==> src/sv/m2q_pkg.sv <==
// Shared types and constants for the matrix to quaternion converter.
// No dependencies; imported by every module of the block.
`default_nettype none
package m2q_pkg;

    // Width of the signed sum or difference of two matrix elements.
    localparam int SUM_W = 17;

    // Which quaternion component is taken straight from the square root.
    localparam logic [1:0] LEAD_W = 2'd0;
    localparam logic [1:0] LEAD_X = 2'd1;
    localparam logic [1:0] LEAD_Y = 2'd2;
    localparam logic [1:0] LEAD_Z = 2'd3;

    // Per-transaction data that travels alongside the arithmetic cells.
    typedef struct packed {
        logic                       vld;
        logic                       degen;
        logic [1:0]                 lead;
        logic [3:0][SUM_W-1:0]      sums;   // w, x, y, z numerators
    } side_t;

endpackage
`default_nettype wire

==> src/sv/m2q_div_cell.sv <==
// One cell of a restoring divider chain: settles one quotient bit per cycle while en is high.
// Depends on m2q_pkg.
`default_nettype none
module m2q_div_cell
    import m2q_pkg::*;
#(
    parameter int DW = 14,
    parameter int NQ = 31
) (
    input  wire logic          aclk,
    input  wire logic          en,
    input  wire logic [DW-1:0] dvs_in,
    input  wire logic [DW-1:0] rem_in,
    input  wire logic [NQ-1:0] dq_in,
    output logic [DW-1:0]      dvs_out,
    output logic [DW-1:0]      rem_out,
    output logic [NQ-1:0]      dq_out
);
    logic [DW-1:0] dvs_reg;
    logic [DW-1:0] rem_reg;
    logic [NQ-1:0] dq_reg;
    logic [DW:0]   part;
    logic          fits;
    logic [DW:0]   diff;

    always_comb begin
        part = {rem_in, dq_in[NQ-1]};
        fits = (part >= {1'b0, dvs_in});
        diff = fits ? (part - {1'b0, dvs_in}) : part;
    end

    always_ff @(posedge aclk) begin
        if (en) begin
            dvs_reg <= dvs_in;
            rem_reg <= diff[DW-1:0];
            dq_reg  <= {dq_in[NQ-2:0], fits};
        end
    end

    assign dvs_out = dvs_reg;
    assign rem_out = rem_reg;
    assign dq_out  = dq_reg;
endmodule
`default_nettype wire

==> config.mk <==
export PLATFORM = sky130hd
export DESIGN_NAME = m2q_div_cell
export DESIGN_NICKNAME = d
export VERILOG_FILES = /design/src/sv/m2q_pkg.sv /design/src/sv/m2q_div_cell.sv
export SDC_FILE = /design/constraint.sdc
export NUM_CORES = 1
export LEC_CHECK = 0
export ABC_AREA = 1
export BUFFER_PORTS_ARGS = -buffer_cell sky130_fd_sc_hd__buf_2
export CORE_MARGIN = 2
export CORE_UTILIZATION = 52
export DETAILED_ROUTE_END_ITERATION = 10
export GPL_TIMING_DRIVEN = 0
export PLACE_DENSITY = 0.91
export SYNTH_ARGS = -nofsm -noshare
export SYNTH_HDL_FRONTEND = slang
export SYNTH_SLANG_ARGS = --single-unit
==> constraint.sdc <==
create_clock -name aclk -period 4.73 [get_ports aclk]
set_input_delay 0.473 -clock aclk [delete_from_list [all_inputs] [get_ports aclk]]
set_output_delay 0.473 -clock aclk [all_outputs]
set_load 0.05 [all_outputs]
### Yosys cells after proc, flatten, opt, wreduce, memory -nomap -nowiden

Index checks and enable logic that the tools add are counted.

| storage, ports and cells | value |
|---|---|
| input bits | 61 |
| logic and storage cells | 6 |
| bits in registers | 59 |

| operators by class | value |
|---|---|
| multiplexer cells | 1 |
| magnitude comparators | 1 |
| $add $sub $neg | 1 |

Operators with widths:

| kind | number |
|---|---|
| >= comparator 15 x 14 -> 1 bit | 1 |
| 2-to-1 mux 14 bit | 1 |
| subtractor 14 bit | 1 |

### Longest topological paths before layout

| logic depth | value |
|---|---|
| word-level depth | 2 |
| mapped depth | 13 |
| depth with buffers taken out | 12 |

### Worst setup path after synthesis

Ideal clock, no wire load.

| timing path | value |
|---|---|
| kind | input-to-reg |
| from | in dvs_in[9] |
| to | reg rem_reg[1], in the netlist rem_out[1] (data pin) |
| required time | 4.477 ns |
| cell stages on the path | 11 |
| path buffers | 1 |
| arrival | 1.720 ns |
| path slack | 2.756 ns |
| cell sequence | inv_1 ha_1 nand2_1 inv_1 nand2_1 nand2_1 a21oi_4 nand3_4 buf_8 nand2_1 o21ai_2 |

| on the way | value |
|---|---|
| longest elaborated chain between the ends | 2 |

RTL lines:

| element | RTL line | source |
|---|---|---|
| start: declaration | m2q_div_cell.sv:12 | `input wire logic [DW-1:0] dvs_in,` |
| >= comparator 15 x 14 -> 1 bit | m2q_div_cell.sv:28 | `fits = (part >= {1'b0, dvs_in});` |
| 2-to-1 mux 14 bit | m2q_div_cell.sv:29 | `diff = fits ? (part - {1'b0, dvs_in}) : part;` |
| named net diff[1] | m2q_div_cell.sv:24 | `logic [DW:0] diff;` |
| end signal: assignment | m2q_div_cell.sv:35 | `rem_reg <= diff[DW-1:0];` |
| end: declaration | m2q_div_cell.sv:20 | `logic [DW-1:0] rem_reg;` |

The timed path passes the listed nets, and every way through them passes these cells.
A chain may end at the register's enable or synchronous reset.

### Worst setup path in the final report

| timing path | value |
|---|---|
| from | in dvs_in[9] |
| to | reg rem_reg[5], in the netlist rem_out[5] (data pin) |

Same word-level chain as after synthesis.

==> metrics.txt <==
yosys warns 0; Crit Path Category primary input to register; sequential-to-total area share from yosys stat 0.585; Async SR Flop Fraction 0; H-tree depth 3; critical path arrival 2.05 ns; final wirelength 6680 um; layout cell share with drive strength beyond 1 0.382; Final Setup Violations 0; Slew @ Worst Pin 1.28 ns; Worst Hold Class primary input to register; first-pass GRT wire length 10400 um; antenna violations before repair 0; DP HPWL 5230 um; Min-Delay Startpoint dq_in[26]; CTS root buf clkbuf_8; Hold Worst Slack 0.316 ns; GP Congestion 0.833; dominant cell type by area after synthesis edfxtp_1; Antenna Nets Post-Route 0; DR vias/cell 4.76; IO Count 120; minimum clock period 1.96 ns; critical path data required time 4.81 ns; top cell type's share of synthesized area 0.585; maximum number of pins on one net before global-route repair 60; total CTS buffers 9; Sink Count 59; Reg power frac 0.449; Vias 2339; worst vdd ir 0.195 mV; die span in y 80.3 um; power density cells 372 nW/um2; total power 1.44 mW; core area 5570 um2; Seq cells post-synth 59; unique cell type count in the Yosys netlist 28; critical path endpoint category register; RSZ-0062 raised after global routing false; synthesized cell area 3030 um2; Detailed Routing Iterations Pass 1 5; CTS Hold Bufs 0; # fillers 434; Finished Layout Cells 491; final instance area 3870 um2; Worst slew margin 0.143; Sw Ratio 0.357; drt wl/cell 13.6 um; site row count 27; Primary FF master, synth edfxtp_1; Chip Width 80.3 um; syn_area_per_cell 10.6 um2; DP Area 3710 um2; Cells after Synth 285; Port Buffers 119; Gates resized, CTS repair 0; grt total ovfl 0; status finished, final reports clean; CP startpoint dvs_in[9]; setup bufs post-CTS 0; placed cell count 476; Comb power frac 0.291; total of max-cap violations 0; CP max FO 10; Total Nets Final 492; Post-synth EDFFs 59; Final Hold Viols 0; FMAX 0.510 GHz; Die Area 6450 um2; area delta synth->final 27.8%; CTS tree built; final worst path period share 0.415; Longest Clk Path Bufs 2; starting density of the core 0.543; crit path launch type primary input; DRT iter0 DRCs 140; top cells by area, synth edfxtp_1 58%, nand2_1 9.9%, inv_1 7.1%; Syn Nets 362; number of global-route vias before repair 2301; Setup TNS 0 ns; Clock Pin Slew Worst Setup and Hold Paths 0.07 ns; drt drc 0; GRT Total Usage 0.217; internal power 0.927 mW; Clock power frac 0.260; Lkg Pwr 1.95 nW; number of diodes 0; Slew Limit Fails 0; P_sw 0.514 mW
==> critical path: stages <==
cell and delay (ns):
buf_2 0.09, inv_1 0.04, ha_1 0.35, nand2_1 0.14, inv_1 0.05, nand2_1 0.06, nand2_1 0.10, a21oi_4 0.26
nand3_4 0.18, buf_8 0.18, nand2_1 0.08, o21ai_2 0.06
==> power groups by stage <==
stage,registers [mW],logic (mW),clock network (mW)
2_1_floorplan,0.838,0.130,0
3_3_place_gp,0.656,0.411,0
3_5_place_dp,0.659,0.420,0
4_1_cts,0.648,0.421,0.383
5_1_grt,0.652,0.450,0.403
6_report,0.647,0.419,0.374
==> routing by layer <==
metal  global-route usage  vias to the layer above  share of wire  routed length [um]
met2                0.378                       97           0.50                3320
met5                    0                        -              0                   0
met4               0.0797                        0          0.016                 108
li1                     -                     1188              -                   -
met3               0.0708                       12          0.075                 500
met1                0.246                     1042           0.41                2750
==> stage by stage <==
step / util / setup slack (ns)
after detailed placement: 0.666 / 2.42
after global routing: 0.695 / 2.67
after floorplan: - / 2.76
after CTS: 0.695 / 2.78
final: 0.695 / 2.77
after global placement: 0.666 / 2.44
==> final cells by class <==
| cell class | instances | area (um2) | share of cell area |
|---|---|---|---|
| Buffer | 2 | 35.0 | 0.00905 |
| Tap cell | 72 | 90.1 | 0.0233 |
| Clock buffer | 9 | 124 | 0.0320 |
| Clock inverter | 6 | 33.8 | 0.00872 |
| Sequential cell | 59 | 1770 | 0.458 |
| Inverter | 59 | 221 | 0.0572 |
| Timing Repair Buffer | 119 | 596 | 0.154 |
| Multi-Input combinational cell | 165 | 1000 | 0.258 |
==> synthesized netlist by cell type (4+ instances only) <==
library cell and instances:
a21oi_1 4, edfxtp_1 59, ha_1 15, inv_1 57, nand2_1 80, nand2_2 4, nand3_1 11, nand3_2 4
nand4_1 8, nor2_1 10, o21ai_2 6, xor2_1 7
==> state kept, by name, summed over array words and instances, names as in the netlist <==
| register | count |
|---|---|
| rem_out | 14 |
| dvs_out | 14 |
| dq_out | 31 |
==> logic make-up after synthesis <==
group | after synthesis | share of synthesized area
simple gates | 127 | 0.205
flops | 59 | 0.585
xor+xnor | 7 | 0.0202
fa+ha+maj | 16 | 0.0686
buf+inv | 61 | 0.0847
compound gates | 15 | 0.0368
==> layout by cell type (no fill, tap or decap), types with 3 or more instances in the layout <==
cell type / synthesis / routed
a21oi_1: 4 / 4
buf_2: 0 / 119
clkbuf_8: 0 / 9
clkinv_2: 0 / 3
edfxtp_1: 59 / 59
ha_1: 15 / 15
inv_1: 57 / 57
nand2_1: 80 / 80
nand2_2: 4 / 4
nand3_1: 11 / 11
nand3_2: 4 / 4
nand4_1: 8 / 8
nor2_1: 10 / 10
o21ai_1: 3 / 3
o21ai_2: 6 / 6
xor2_1: 7 / 7
==> worst paths after layout <==
kind | to | slack (ns) | depth (start not counted)
max | rem_out[5] | 2.77 | 12
min | dq_out[27] | 0.32 | 1
Power figures use the tool's default switching activity.
