<file path="src/sv/m2q_pkg.sv">
// Shared types and constants for the matrix to quaternion converter.
// No dependencies; imported by every module of the block.
`default_nettype none
package m2q_pkg;

    // Width of the signed sum or difference of two matrix elements.
    localparam int SUM_W = 17;

    // Which quaternion component is taken straight from the square root.
    localparam logic [1:0] LEAD_W = 2'd0;
    localparam logic [1:0] LEAD_X = 2'd1;
    localparam logic [1:0] LEAD_Y = 2'd2;
    localparam logic [1:0] LEAD_Z = 2'd3;

    // Per-transaction data that travels alongside the arithmetic cells.
    typedef struct packed {
        logic                       vld;
        logic                       degen;
        logic [1:0]                 lead;
        logic [3:0][SUM_W-1:0]      sums;   // w, x, y, z numerators
    } side_t;

endpackage
`default_nettype wire

</file>
<file path="src/sv/m2q_sqrt_cell.sv">
// One cell of the square root chain: settles one root bit per cycle while en is high.
// Depends on m2q_pkg.
`default_nettype none
module m2q_sqrt_cell
    import m2q_pkg::*;
#(
    parameter int RW = 13
) (
    input  wire logic            aclk,
    input  wire logic            en,
    input  wire logic [RW:0]     rem_in,
    input  wire logic [RW-1:0]   root_in,
    input  wire logic [2*RW-1:0] rad_in,
    output logic [RW:0]          rem_out,
    output logic [RW-1:0]        root_out,
    output logic [2*RW-1:0]      rad_out
);
    logic [RW:0]     rem_reg;
    logic [RW-1:0]   root_reg;
    logic [2*RW-1:0] rad_reg;
    logic [RW+2:0]   trial_val;
    logic [RW+2:0]   probe;
    logic            fits;
    logic [RW+2:0]   diff;

    always_comb begin
        trial_val = {rem_in, rad_in[2*RW-1 -: 2]};
        probe     = {1'b0, root_in, 2'b01};
        fits      = (trial_val >= probe);
        diff      = fits ? (trial_val - probe) : trial_val;
    end

    always_ff @(posedge aclk) begin
        if (en) begin
            rem_reg  <= diff[RW:0];
            root_reg <= {root_in[RW-2:0], fits};
            rad_reg  <= {rad_in[2*RW-3:0], 2'b00};
        end
    end

    assign rem_out  = rem_reg;
    assign root_out = root_reg;
    assign rad_out  = rad_reg;
endmodule
`default_nettype wire

</file>
<file path="config.mk">
export PLATFORM = sky130hd
export DESIGN_NAME = m2q_sqrt_cell
export DESIGN_NICKNAME = d
export VERILOG_FILES = /design/src/sv/m2q_pkg.sv /design/src/sv/m2q_sqrt_cell.sv
export SDC_FILE = /design/constraint.sdc
export NUM_CORES = 1
export LEC_CHECK = 0
export ABC_AREA = 1
export ABC_CLOCK_PERIOD_IN_PS = 2060
export BUFFER_PORTS_ARGS = -buffer_cell sky130_fd_sc_hd__buf_4
export CORE_MARGIN = 2
export CORE_UTILIZATION = 48
export DETAILED_ROUTE_END_ITERATION = 7
export GPL_TIMING_DRIVEN = 0
export HOLD_SLACK_MARGIN = 0.1
export PLACE_DENSITY_LB_ADDON = 0.08
export SYNTH_ARGS = -nofsm -noshare
export SYNTH_HDL_FRONTEND = slang
export SYNTH_SLANG_ARGS = --single-unit
</file>
<file path="constraint.sdc">
create_clock -name aclk -period 2.06 [get_ports aclk]
set_input_delay 0.206 -clock aclk [delete_from_list [all_inputs] [get_ports aclk]]
set_output_delay 0.206 -clock aclk [all_outputs]
set_load 0.03 [all_outputs]
</file>
# Word-level counts from Yosys, hierarchy flattened
# Cells that the tools add are included.
word_totals:
  output_inout_bits: 53
  regBits: 51
  inputBits: 55
  elab_cells: 6
op_classes:
  order_cmp: 1
  muxes: 1
  addsub: 1
ops:
  columns: ["cell", "n"]
  rows:
  - ["16-bit by 15-bit greater-or-equal comparator with 1-bit output", 1]
  - ["14-bit 2-to-1 mux", 1]
  - ["14-bit subtractor", 1]

# Depth between registers and ports, before layout
logic_depth:
  depth_word: 2
  mapped_depth: 14
  mapped_depth_nobuf: 13

# Worst setup path after synthesis
# No wires, ideal clock.
synth_timing:
  path_kind: "input to register"
  startpoint: "input port root_in[10]"
  endpoint: "register rem_reg[11], in the netlist rem_out[11], data pin"
  path_slack_ps: 453
  required_time_ps: 1807
  n_path_buf: 1
  arrival_time_ps: 1354
  setup_time_ps: 253
  path_stages: 11
  path_cell_list: "inv_1 > ha_1 > inv_1 > nor3_1 > and2_1 > nand2_2 > nand2_4 > inv_4 > buf_6 > nand2_1 > nand2_1"
synth_via:
  elab_chain_cells: 2
synth_rtl:
  columns: ["element", "line_no", "text"]
  rows:
  - ["start, declared", "m2q_sqrt_cell.sv:12", "input wire logic [RW-1:0] root_in,"]
  - ["16-bit by 15-bit greater-or-equal comparator with 1-bit output", "m2q_sqrt_cell.sv:29", "fits = (trial_val >= probe);"]
  - ["14-bit 2-to-1 mux", "m2q_sqrt_cell.sv:30", "diff = fits ? (trial_val - probe) : trial_val;"]
  - ["net diff[11]", "m2q_sqrt_cell.sv:24", "logic [RW+2:0] diff;"]
  - ["end signal, assigned", "m2q_sqrt_cell.sv:35", "rem_reg <= diff[RW:0];"]
  - ["end, declared", "m2q_sqrt_cell.sv:18", "logic [RW:0] rem_reg;"]
# The timed path passes the listed nets, and every way through them passes these cells.
# A chain may end at the register's enable or synchronous reset.

# Worst setup path after layout
layout_timing:
  startpoint: "input port root_in[0]"
  endpoint: "register rem_reg[8], in the netlist rem_out[8], data pin"
layout_via:
  elab_chain_cells: 2
  elab_cells_between_ends: 3
  classes_between: "add/sub: 1; order compare: 1; mux: 1"
layout_rtl:
  columns: ["element", "line_no"]
  rows:
  - ["14-bit subtractor or 16-bit by 15-bit greater-or-equal comparator with 1-bit output (tied branches)", "m2q_sqrt_cell.sv:30, m2q_sqrt_cell.sv:29"]
  - ["14-bit 2-to-1 mux *", "m2q_sqrt_cell.sv:30"]
  - ["net diff[8]", "m2q_sqrt_cell.sv:24"]
# Mark *: on every way through the listed nets, which the timed path passes. The rest lies on a longest branch.

==> impl_metrics.env <==
export IMPL_outcome="complete, no violations"
export IMPL_synth_cells=279
export IMPL_ys_warn_count=0
export IMPL_grt_max_degree=52
export IMPL_antenna_left=0
export IMPL_holdCritPathClass="primary input to flip-flop"
export IMPL_drive_gt1_share_pct=30.0
export IMPL_design_area_mm2=0.00406
export IMPL_power_total_mw=2.82
export IMPL_peakVddDrop_v=0.000344
export IMPL_vias_per_cell=4.64
export IMPL_grt_first_pass_wirelength_um=10300
export IMPL_fillCellCount=389
export IMPL_remaining_drc_errors=0
export IMPL_ys_seq_area_share_pct=57.7
export IMPL_multi_input_area_um2=925
export IMPL_htree_levels=2
export IMPL_antenna_found_initial=0
export IMPL_worst_setup_path_end_kind="flip-flop"
export IMPL_hpwlAfterDp_um=4370
export IMPL_root_buffer="clkbuf_8"
export IMPL_io_buffers=105
export IMPL_synthTopCellsByArea="edfxtp_1 (58%), nand2_1 (13%), inv_1 (7.3%)"
export IMPL_syn_avg_cell_area_um2=9.52
export IMPL_n_antenna_cell=0
export IMPL_regArea_mm2=0.00153
export IMPL_vias=2330
export IMPL_clkTransAtPathRegs_ns=0.09
export IMPL_slew_headroom_pct=57.5
export IMPL_worst_slew_pin_slew_ns=0.638
export IMPL_hold_viol=0
export IMPL_drt_first_pass_iters=4
export IMPL_synth_area_leader_cell="edfxtp_1"
export IMPL_numCtsBuffers=5
export IMPL_fin_crit_ns=1.99
export IMPL_layout_common_cells="buf_4 (109), nand2_1 (94), inv_1 (52)"
export IMPL_grt_pass1_vias=2203
export IMPL_rsz0062_at_grt="false"
export IMPL_start_kind="primary input"
export IMPL_synth_top_cell_area_share_pct=57.7
export IMPL_netlist_area_mm2=0.00266
export IMPL_grt_overflow=0
export IMPL_ys_types=21
export IMPL_cp_max_fo=10
export IMPL_ys_ff_latch=51
export IMPL_final_common_cell="buf_4"
export IMPL_min_period_over_period_pct=96.4
export IMPL_cp_required_ns=2.11
export IMPL_drt_iter0_markers=69
export IMPL_grt_usage_pct=21.6
export IMPL_total_leakage_power_nw=2.02
export IMPL_nets=500
export IMPL_wl_per_cell_um=13.2
export IMPL_gp_congestion=0.868
export IMPL_tns_ns=0
export IMPL_cts_buffer_depth=2
export IMPL_fp_dieH_um=78.4
export IMPL_start_util_pct=48.8
export IMPL_core_area_mm2=0.00544
export IMPL_rows=27
export IMPL_worstSetupPathType="primary input to flip-flop"
export IMPL_setup_viol=0
export IMPL_slew_viol_final=0
export IMPL_postPlaceCellArea_mm2=0.00354
export IMPL_cts_sinks=51
export IMPL_worstPathArrival_ns=2.04
export IMPL_timing_fmax_mhz=504
export IMPL_wirelength_um=6610
export IMPL_power_density_mw_per_mm2=695
export IMPL_maxCapViolations=0
export IMPL_die_area_mm2=0.00614
export IMPL_io_pins=108
export IMPL_die_w_um=78.4
export IMPL_area_growth_pct=52.7
export IMPL_cts_tree="yes"
-- path summary, 6_finish.rpt --
path | startpoint | end | slack (ns) | cells after the start
min | rem_in[3] | rem_out[5]$_DFFE_PP_ | 0.18 | 3
max | root_in[0] | rem_out[8]$_DFFE_PP_ | 0.07 | 14
-- layout make-up --
type | instances | area share, %
Sequential cell | 51 | 37.8
Buffer | 4 | 0.926
Clock inverter | 2 | 0.926
Timing Repair Buffer | 143 | 28.7
Inverter | 53 | 4.97
Clock buffer | 5 | 1.70
Tap cell | 72 | 2.22
Multi-Input combinational cell | 172 | 22.8
-- power by group --
| part | switching (mW) | total [mW] | internal (mW) | leakage [nW] |
|---|---|---|---|---|
| Combinational | 0.495 | 0.847 | 0.352 | 1.47 |
| Clock | 0.330 | 0.685 | 0.355 | 0.0502 |
| Sequential | 0.0269 | 1.29 | 1.26 | 0.499 |
-- critical path, cell delays in order --
cell and delay [ns]:
dlygate4sd3_1 0.53, buf_4 0.11, inv_1 0.06, ha_4 0.29, nand2_1 0.10, nand2_2 0.09
nand3_2 0.08, nand3_2 0.08, nand2_2 0.06, nand2_4 0.11, inv_4 0.06, buf_6 0.15
nand2_1 0.08, nand2_1 0.06
-- registers in the layout, summed over array words and instances, names as in the netlist --
signal    cells
rad_out      24
rem_out      14
root_out     13
-- stage by stage --
stage,hold WS (ns),util (%),setup slack [ns],std cells
finish,0.182,74.6,0.0743,502
global route,0.180,74.6,0.00288,502
CTS,0.169,73.6,0.0309,500
detailed placement,0.385,65.1,0.126,457
global placement,0.384,65.1,0.156,457
floorplan,0.305,-,0.453,280
-- cell families after synthesis --
logic type	count (synthesis)	synth area share, %
and+or+nand+nor	141	22.9
buffers and inverters	57	9.00
DFF	51	57.7
adders and majority gates	15	7.07
AOI/OAI and AO/OA	10	1.88
xor gates and xnor gates	4	1.32
other	1	0.141
-- layer usage --
layer / track usage (%) / vias up / share of wire (%) / wire (um)
met1: 25.5 / 1051 / 43 / 2850
li1: - / 1191 / - / -
met5: 0 / - / 0 / 0
met2: 40.3 / 82 / 50 / 3310
met3: 4.25 / 6 / 5.9 / 393
met4: 5.09 / 0 / 0.73 / 48
-- synth_stat cells --
cell type  count
conb_1         1
o21ai_0        3
nand2_1       95
xor2_1         4
inv_4          1
nand4_1        6
nand3_1       18
nor3_1         1
ha_1          15
nand2_4        1
nand3_2        2
buf_4          2
nand3b_1       1
nand2_2        2
edfxtp_1      51
buf_6          2
nor2_4         1
and2_1         2
a21oi_1        7
inv_1         52
nor2_1        12
-- repair_timing --
item                                    in CTS  in global routing
hold buffers                                36                  0
hold endpoints to repair                    36                  0
resized for setup                            0                  6
endpoints found under the setup margin       0                 11
buffers inserted                             0                  2
No activity file was read; power rests on OpenSTA's default activity.
